`src/hdl/tpv_pkg.sv`:
```
`timescale 1ns / 1ps
// ----------------------------------------------------------------------------
// Terrain profile visibility package
// Shared constants, register indexes and the configuration bundle.
// ----------------------------------------------------------------------------
package tpv_pkg;

    localparam int HEIGHT_BITS_DEF = 16;
    localparam int INDEX_BITS_DEF  = 16;

    localparam int OBS_W    = 16;
    localparam int STEP_W   = 24;
    localparam int HORIZ_W  = 32;
    localparam int CFG_W    = 32;
    localparam int CFG_AW   = 2;

    localparam logic [STEP_W-1:0] STEP_RESET = STEP_W'(256);

    typedef enum logic [CFG_AW-1:0] {
        REG_OBSERVER_HEIGHT  = 2'd0,
        REG_STEP_LENGTH      = 2'd1,
        REG_HORIZON_DISTANCE = 2'd2
    } t_cfg_reg;

    typedef struct packed {
        logic [OBS_W-1:0]   observer_height;
        logic [STEP_W-1:0]  step_length;
        logic [HORIZ_W-1:0] horizon_distance;
    } t_cfg;

endpackage

```
`src/hdl/tpv_cfg_regs.sv`:
```
`timescale 1ns / 1ps
// ----------------------------------------------------------------------------
// Terrain profile visibility configuration registers
// Holds observer height, step length and horizon distance.
// ----------------------------------------------------------------------------
module tpv_cfg_regs (
    input  logic                       i_clk,
    input  logic                       i_rst_n,
    input  logic                       i_cfg_we,
    input  logic [tpv_pkg::CFG_AW-1:0] i_cfg_addr,
    input  logic [tpv_pkg::CFG_W-1:0]  i_cfg_wdata,
    output tpv_pkg::t_cfg              o_cfg
);
    import tpv_pkg::*;

    t_cfg r_cfg;
    t_cfg n_cfg;

    always_comb begin
        n_cfg = r_cfg;
        if (i_cfg_we) begin
            unique case (i_cfg_addr)
                REG_OBSERVER_HEIGHT:  n_cfg.observer_height  = i_cfg_wdata[OBS_W-1:0];
                REG_STEP_LENGTH:      n_cfg.step_length      = i_cfg_wdata[STEP_W-1:0];
                REG_HORIZON_DISTANCE: n_cfg.horizon_distance = i_cfg_wdata[HORIZ_W-1:0];
                default:              n_cfg = r_cfg;
            endcase
        end
    end

    always_ff @(posedge i_clk) begin
        if (!i_rst_n) begin
            r_cfg.observer_height  <= '0;
            r_cfg.step_length      <= STEP_RESET;
            r_cfg.horizon_distance <= '0;
        end else begin
            r_cfg <= n_cfg;
        end
    end

    assign o_cfg = r_cfg;

endmodule

```
`src/hdl/tpv_los_core.sv`:
```
`timescale 1ns / 1ps
// ----------------------------------------------------------------------------
// Terrain profile visibility line-of-sight core
// Running steepest-slope state and the combinational visibility decision.
// ----------------------------------------------------------------------------
module tpv_los_core #(
    parameter int HEIGHT_BITS = tpv_pkg::HEIGHT_BITS_DEF,
    parameter int INDEX_BITS  = tpv_pkg::INDEX_BITS_DEF
) (
    input  logic                   i_clk,
    input  logic                   i_rst_n,
    input  logic                   i_fire,
    input  logic [HEIGHT_BITS-1:0] i_height,
    input  logic                   i_start_profile,
    input  tpv_pkg::t_cfg          i_cfg,
    output logic [INDEX_BITS-1:0]  o_sample_number,
    output logic                   o_visible,
    output logic                   o_beyond_horizon
);
    import tpv_pkg::*;

    localparam int DIST_W = INDEX_BITS + STEP_W;
    localparam int PROD_W = HEIGHT_BITS + INDEX_BITS + 2;
    localparam logic [INDEX_BITS-1:0] INDEX_MAX = '1;

    logic [INDEX_BITS-1:0]         r_index;
    logic                          r_passed;
    logic                          r_have_best;
    logic signed [HEIGHT_BITS:0]   r_best_rise;
    logic [INDEX_BITS-1:0]         r_best_run;

    logic [INDEX_BITS-1:0]         cur_index;
    logic [INDEX_BITS-1:0]         n_index;
    logic                          best_valid;
    logic                          n_passed;
    logic [DIST_W-1:0]             span;
    logic [HEIGHT_BITS+OBS_W-1:0]  obs_wide;
    logic [HEIGHT_BITS-1:0]        obs;
    logic signed [HEIGHT_BITS:0]   rise;
    logic signed [INDEX_BITS:0]    best_run_s;
    logic signed [INDEX_BITS:0]    index_s;
    logic signed [PROD_W-1:0]      prod_new;
    logic signed [PROD_W-1:0]      prod_best;
    logic                          vis;

    assign cur_index  = i_start_profile ? '0 : r_index;
    assign n_index    = (cur_index == INDEX_MAX) ? cur_index
                                                 : cur_index + INDEX_BITS'(1);
    assign best_valid = r_have_best && !i_start_profile;

    assign span     = DIST_W'(n_index) * DIST_W'(i_cfg.step_length);
    assign n_passed = (r_passed && !i_start_profile)
                      || (span > DIST_W'(i_cfg.horizon_distance));

    assign obs_wide = {{HEIGHT_BITS{1'b0}}, i_cfg.observer_height};
    assign obs      = obs_wide[HEIGHT_BITS-1:0];
    assign rise     = $signed({1'b0, i_height}) - $signed({1'b0, obs});

    // Slopes are compared by cross-multiplying; both runs are positive.
    assign best_run_s = $signed({1'b0, r_best_run});
    assign index_s    = $signed({1'b0, n_index});
    assign prod_new   = rise * best_run_s;
    assign prod_best  = r_best_rise * index_s;

    assign vis = !n_passed && (!best_valid || (prod_new > prod_best));

    always_ff @(posedge i_clk) begin
        if (!i_rst_n) begin
            r_index     <= '0;
            r_passed    <= 1'b0;
            r_have_best <= 1'b0;
        end else if (i_fire) begin
            r_index     <= n_index;
            r_passed    <= n_passed;
            r_have_best <= best_valid || vis;
        end
    end

    always_ff @(posedge i_clk) begin
        if (i_fire && vis) begin
            r_best_rise <= rise;
            r_best_run  <= n_index;
        end
    end

    assign o_sample_number  = n_index;
    assign o_visible        = vis;
    assign o_beyond_horizon = n_passed;

endmodule

```
`src/hdl/terrain_profile_visibility_unit.sv`:
```
`timescale 1ns / 1ps
// ----------------------------------------------------------------------------
// Terrain profile visibility unit
// Marks each terrain sample along a profile as visible or hidden from the
// observer and flags samples beyond the horizon distance.
// ----------------------------------------------------------------------------
// The unit takes one height sample per clock cycle when not stalled and returns
// one result per sample; each sample passes through the input register and then
// the result register. The steepest-slope state is updated by a combinational
// cross-multiply compare, which sets this rate.
// Assert start_profile on the first sample of each profile; without it, samples
// continue the current profile. Configuration must be written while the unit
// holds no transaction.
module terrain_profile_visibility_unit #(
    parameter int HEIGHT_BITS = tpv_pkg::HEIGHT_BITS_DEF,
    parameter int INDEX_BITS  = tpv_pkg::INDEX_BITS_DEF
) (
    input  logic                       i_clk,
    input  logic                       i_rst_n,
    input  logic                       i_cfg_we,
    input  logic [tpv_pkg::CFG_AW-1:0] i_cfg_addr,
    input  logic [tpv_pkg::CFG_W-1:0]  i_cfg_wdata,
    input  logic                       i_valid,
    output logic                       o_stall,
    input  logic [HEIGHT_BITS-1:0]     i_height,
    input  logic                       i_start_profile,
    output logic                       o_valid,
    input  logic                       i_stall,
    output logic [INDEX_BITS-1:0]      o_sample_number,
    output logic                       o_visible,
    output logic                       o_beyond_horizon
);
    import tpv_pkg::*;

    t_cfg cfg;

    logic                   r_in_valid;
    logic                   n_in_valid;
    logic [HEIGHT_BITS-1:0] r_height;
    logic                   r_start;
    logic                   r_out_valid;
    logic                   n_out_valid;
    logic [INDEX_BITS-1:0]  r_sample_number;
    logic                   r_visible;
    logic                   r_beyond;

    logic                   out_free;
    logic                   in_free;
    logic                   in_accept;
    logic                   fire;
    logic [INDEX_BITS-1:0]  core_sample_number;
    logic                   core_visible;
    logic                   core_beyond;

    tpv_cfg_regs u_cfg (
        .i_clk       (i_clk),
        .i_rst_n     (i_rst_n),
        .i_cfg_we    (i_cfg_we),
        .i_cfg_addr  (i_cfg_addr),
        .i_cfg_wdata (i_cfg_wdata),
        .o_cfg       (cfg)
    );

    tpv_los_core #(
        .HEIGHT_BITS (HEIGHT_BITS),
        .INDEX_BITS  (INDEX_BITS)
    ) u_core (
        .i_clk            (i_clk),
        .i_rst_n          (i_rst_n),
        .i_fire           (fire),
        .i_height         (r_height),
        .i_start_profile  (r_start),
        .i_cfg            (cfg),
        .o_sample_number  (core_sample_number),
        .o_visible        (core_visible),
        .o_beyond_horizon (core_beyond)
    );

    assign out_free  = !r_out_valid || !i_stall;
    assign fire      = r_in_valid && out_free;
    assign in_free   = !r_in_valid || out_free;
    assign in_accept = i_valid && in_free;
    assign o_stall   = !in_free;

    always_comb begin
        n_in_valid = r_in_valid;
        if (in_accept) begin
            n_in_valid = 1'b1;
        end else if (fire) begin
            n_in_valid = 1'b0;
        end
        n_out_valid = r_out_valid;
        if (fire) begin
            n_out_valid = 1'b1;
        end else if (!i_stall) begin
            n_out_valid = 1'b0;
        end
    end

    always_ff @(posedge i_clk) begin
        if (!i_rst_n) begin
            r_in_valid  <= 1'b0;
            r_out_valid <= 1'b0;
        end else begin
            r_in_valid  <= n_in_valid;
            r_out_valid <= n_out_valid;
        end
    end

    always_ff @(posedge i_clk) begin
        if (in_accept) begin
            r_height <= i_height;
            r_start  <= i_start_profile;
        end
        if (fire) begin
            r_sample_number <= core_sample_number;
            r_visible       <= core_visible;
            r_beyond        <= core_beyond;
        end
    end

    assign o_valid          = r_out_valid;
    assign o_sample_number  = r_sample_number;
    assign o_visible        = r_visible;
    assign o_beyond_horizon = r_beyond;

endmodule
```
`config.mk`:
```
export PLATFORM = sky130hd
export DESIGN_NAME = terrain_profile_visibility_unit
export DESIGN_NICKNAME = d
export VERILOG_FILES = /design/src/hdl/tpv_pkg.sv /design/src/hdl/tpv_cfg_regs.sv /design/src/hdl/tpv_los_core.sv /design/src/hdl/terrain_profile_visibility_unit.sv
export SDC_FILE = /design/constraint.sdc
export NUM_CORES = 2
export LEC_CHECK = 0
export BUFFER_PORTS_ARGS = -buffer_cell sky130_fd_sc_hd__buf_2
export CORE_ASPECT_RATIO = 0.8
export CORE_MARGIN = 10
export CORE_UTILIZATION = 53
export CTS_CLUSTER_DIAMETER = 60
export DETAILED_ROUTE_END_ITERATION = 12
export GPL_ROUTABILITY_DRIVEN = 1
export GPL_TIMING_DRIVEN = 0
export PLACE_DENSITY = 0.78
export SLEW_MARGIN = 0
export SYNTH_ARGS = -nofsm -noshare
export SYNTH_HDL_FRONTEND = slang
export SYNTH_HIERARCHICAL = 1
export SYNTH_SLANG_ARGS = --single-unit
export TNS_END_PERCENT = 50
```
`constraint.sdc`:
```
create_clock -name i_clk -period 24.2 [get_ports i_clk]
set_input_delay 2.42 -clock i_clk [delete_from_list [all_inputs] [get_ports i_clk]]
set_output_delay 2.42 -clock i_clk [all_outputs]
set_load 0.03 [all_outputs]
```
==> results_tabular.tex <==
\begin{tabular}{lr}
\hline
Metric & Value \\
\hline
\multicolumn{2}{l}{\textbf{Floorplan}} \\
Overall die width & 334 um \\
Die footprint & 90400 um2 \\
Core footprint & 77500 um2 \\
I/O pin count & 76 \\
Die H & 271 um \\
Effective utilization at floorplan & 53.8\% \\
Number of core rows & 91 \\
\multicolumn{2}{l}{\textbf{CTS}} \\
Post-CTS repair timing setup buffer count & 0 \\
Worst-case clock buffer depth & 2 \\
Master cell of the clock root buffer & clkbuf\_16 \\
Clock-pin slew reported for the worst setup and hold paths after clock tree synthesis & 0.07 ns \\
CTS Hold Bufs & 0 \\
Clock Sinks & 160 \\
Inserted Clock Buffers & 17 \\
Number of gates resized after cts & 0 \\
Clock latency reported for the late side of the worst-skew pair & 0.46 ns \\
Number of H-tree levels & 4 \\
TritonCTS clock tree & done \\
\multicolumn{2}{l}{\textbf{Timing}} \\
Setup Skew & 0.0173 ns \\
Final setup TNS & 0 ns \\
Post-route setup slack & 10.14 ns \\
Worst Tran Pin Value & 1.46 ns \\
Slew Viols, Final & 0 \\
Final Cycle Share & 58.1\% \\
Maximum clock rate & 71.1 MHz \\
Final worst path period need & 14.06 ns \\
Slew Limit Headroom & 1.93\% \\
Worst Hold Slack & 0.458 ns \\
Final hold violation count & 0 \\
Final setup violation count & 0 \\
Setup repair after global routing missed its margin & false \\
\multicolumn{2}{l}{\textbf{Route}} \\
Count of routing violations after the opening detailed-route iteration & 3212 \\
DRC Markers & 0 \\
Number of iterations in the first detailed-routing pass & 6 \\
Number of nets still failing antenna checks after routing & 0 \\
Via count & 32000 \\
Total routed wire length on the met1 layer & 48.1 mm \\
Wire length on met3 & 17.2 mm \\
Vias per inst & 5.52 \\
Post-Route WL & 118 mm \\
DR WL met2 & 49.4 mm \\
Top layer in use & met5 \\
Post-detailed-route wirelength per cell & 20.4 um \\
\multicolumn{2}{l}{\textbf{Final layout}} \\
Area taken by flip-flops and latches & 3880 um2 \\
Area overhead of the layout relative to synthesis & 5.58\% \\
Commonest non-fill, non-tap cells in the layout & inv\_1 (1119), fa\_1 (865), nand2\_1 (732) \\
Nets & 6041 \\
Fill cells & 6715 \\
Commonest non-fill, non-tap cell in the layout & inv\_1 \\
Fraction of layout instances using a drive strength above 1 & 3.23\% \\
Combined area of the multi-input logic cells & 32900 um2 \\
\multicolumn{2}{l}{\textbf{Synthesis}} \\
Proportion of synthesized chip area in sequential cells & 9.31\% \\
Post-Synthesis Net Count & 5943 \\
Library cells used by synthesis & 76 \\
Post-Syn Instances & 4653 \\
Mapped Avg Cell Area & 8.97 um2 \\
Number of flops mapped to enable cells by yosys & 68 \\
Number of register bits inferred by synthesis & 160 \\
Warning count from the yosys run & 6 \\
Post-synthesis cell area & 41700 um2 \\
Post-synth top flop & dfxtp\_1 \\
Fraction of registers with async set/reset & 0\% \\
\multicolumn{2}{l}{\textbf{Job}} \\
Max-capacitance violation count & 1 \\
\multicolumn{2}{l}{\textbf{Setup path}} \\
WP data arrival & 14.22 ns \\
Kind of cell adding the most delay to the critical path & simple AND/OR/NAND/NOR gates \\
Worst reg2reg path depth & 40 \\
Data required time at the worst endpoint & 24.36 ns \\
Crit. End Element & flop \\
Buffering stage count on the worst path with inverters included & 6 \\
Slowest cell on the critical path & nor4\_1 \\
Worst Setup Start Kind & flop \\
Stage delay of the slowest cell on the critical path & 0.99 ns \\
Cell repeated most along the worst path & fa\_1 \\
End of the worst register-to-register path & u\_core/r\_best\_rise[16] \\
Largest fanout on the critical path & 17 \\
Minimum setup slack among reg-to-reg paths & 10.14 ns \\
Critical setup path kind & reg -> reg \\
Launch instance of the worst register-to-register path & r\_start \\
\multicolumn{2}{l}{\textbf{Min path}} \\
Hold crit path type & reg -> reg \\
Hold path startpoint & u\_cfg/o\_cfg[68] \\
WHS Endpoint & u\_cfg/o\_cfg[68] \\
Worst hold path stage count & 2 \\
\multicolumn{2}{l}{\textbf{Global routing}} \\
Overflow after GRT & 0 \\
GR Util All Layers & 26.5\% \\
First-pass GRT wire length & 186 mm \\
Via count of the first global-routing pass & 33200 \\
Pin count of the biggest net entering global routing & 18 \\
Antenna violations before repair & 4 \\
\multicolumn{2}{l}{\textbf{Status}} \\
Violated checks & max-capacitance violations \\
Run status & complete, but fails checks \\
\multicolumn{2}{l}{\textbf{Place}} \\
Post-placement setup slack & 10.91 ns \\
Half-perimeter wire length after placement & 99.0 mm \\
Number of port buffers & 75 \\
Final Wtd Congestion & 0.969 \\
\hline
\end{tabular}
worst max path at each step:
stage / startpoint / to / depth (start not counted) / slack (ns)
after floorplan: r_start / u_core/r_best_rise[0] / 44 / 13.06
after global placement: r_start / u_core/r_best_rise[10] / 40 / 8.76
after detailed placement: r_start / u_core/r_best_rise[10] / 40 / 10.91
after CTS: r_start / u_core/r_best_rise[5] / 40 / 10.90
after global routing: r_start / u_core/r_best_rise[16] / 40 / 10.11
final: r_start / u_core/r_best_rise[16] / 40 / 10.14
synthesized netlist by cell type (5+ instances only):
library cell / count / share of area (%)
inv_1: 1119 / 10
fa_1: 865 / 41
nand2_1: 732 / 6.6
ha_1: 369 / 11
and2_1: 367 / 5.5
clkbuf_1: 152 / 1.4
a21oi_1: 112 / 1.3
dfxtp_1: 92 / 4.4
mux2i_1: 82 / 2.0
nor2_1: 82 / 0.74
xnor2_1: 73 / 1.5
edfxtp_1: 68 / 4.9
a21o_1: 61 / 1.1
nor2b_1: 57 / 0.85
o21ai_0: 50 / 0.60
xor2_1: 42 / 0.88
nand3_1: 34 / 0.41
nor3_1: 28 / 0.34
nand4_1: 23 / 0.34
nand2b_1: 21 / 0.31
a211oi_1: 20 / 0.36
and3_1: 17 / 0.25
o21a_1: 14 / 0.25
o21bai_1: 13 / 0.23
buf_2: 9 / 0.11
nor3b_1: 9 / 0.16
o211ai_1: 9 / 0.16
nand3b_1: 8 / 0.14
o21ai_1: 8 / 0.096
or3_1: 8 / 0.12
buf_1: 7 / 0.063
nor4_1: 7 / 0.10
a31oi_1: 6 / 0.090
a21boi_0: 5 / 0.090
buf_8: 5 / 0.18
o31a_1: 5 / 0.10
or2_2: 5 / 0.075
kinds of logic (layout without fill, tap and decap cells):
| family | count (synthesis) | count (layout) | synth area share (%) |
|---|---|---|---|
| and+or+nand+nor | 1410 | 1410 | 16.2 |
| buffers and inverters | 1300 | 1411 | 12.0 |
| adders and majority gates | 1234 | 1234 | 52.6 |
| AOI/OAI and AO/OA | 349 | 349 | 5.46 |
| DFF | 160 | 160 | 9.31 |
| xor gates and xnor gates | 115 | 115 | 2.41 |
| muxes | 85 | 85 | 2.05 |
| other | 0 | 5 | 0 |
through the flow:
step	std cells	util, %	instance area (um2)
detailed placement	5755	56.0	43500
global placement	5751	56.0	43400
finish	5792	56.8	44100
CTS	5787	56.8	44000
floorplan	4653	-	41700
global route	5787	56.8	44000
layer usage:
metal / global-route usage, % / up-vias
met5: 0 / -
met4: 7.53 / 2
met3: 10.9 / 252
met2: 38.5 / 1851
met1: 35.8 / 15800
li1: - / 14100
state kept, by name (all words and copies together) (netlist names):
| signal | cells |
|---|---|
| o_beyond_horizon | 1 |
| o_sample_number | 16 |
| o_valid | 1 |
| o_visible | 1 |
| r_height | 16 |
| r_in_valid | 1 |
| r_start | 1 |
| u_cfg/o_cfg | 72 |
| u_core/r_best_rise | 17 |
| u_core/r_best_run | 16 |
| u_core/r_have_best | 1 |
| u_core/r_index | 16 |
| u_core/r_passed | 1 |
tightest hold or removal path, delay by kind of cell (launching register included):
family / cells / cell delay, ns
DFF: 1 / 0.31
muxes: 1 / 0.05
and+or+nand+nor: 1 / 0.05
area by class of cell:
cell class                      count  share of cell area (%)
Inverter                         1119                    9.53
Clock buffer                       19                    1.01
Sequential cell                   160                    8.81
Buffer                            181                    1.82
Timing Repair Buffer               79                   0.977
Tap cell                         1023                    2.91
Clock inverter                     13                   0.329
Multi-Input combinational cell   3193                    74.6
Antenna cell                        5                  0.0284
Power is not shown: default switching activity piles up to over one toggle a cycle in this logic, so the estimate is an artifact.
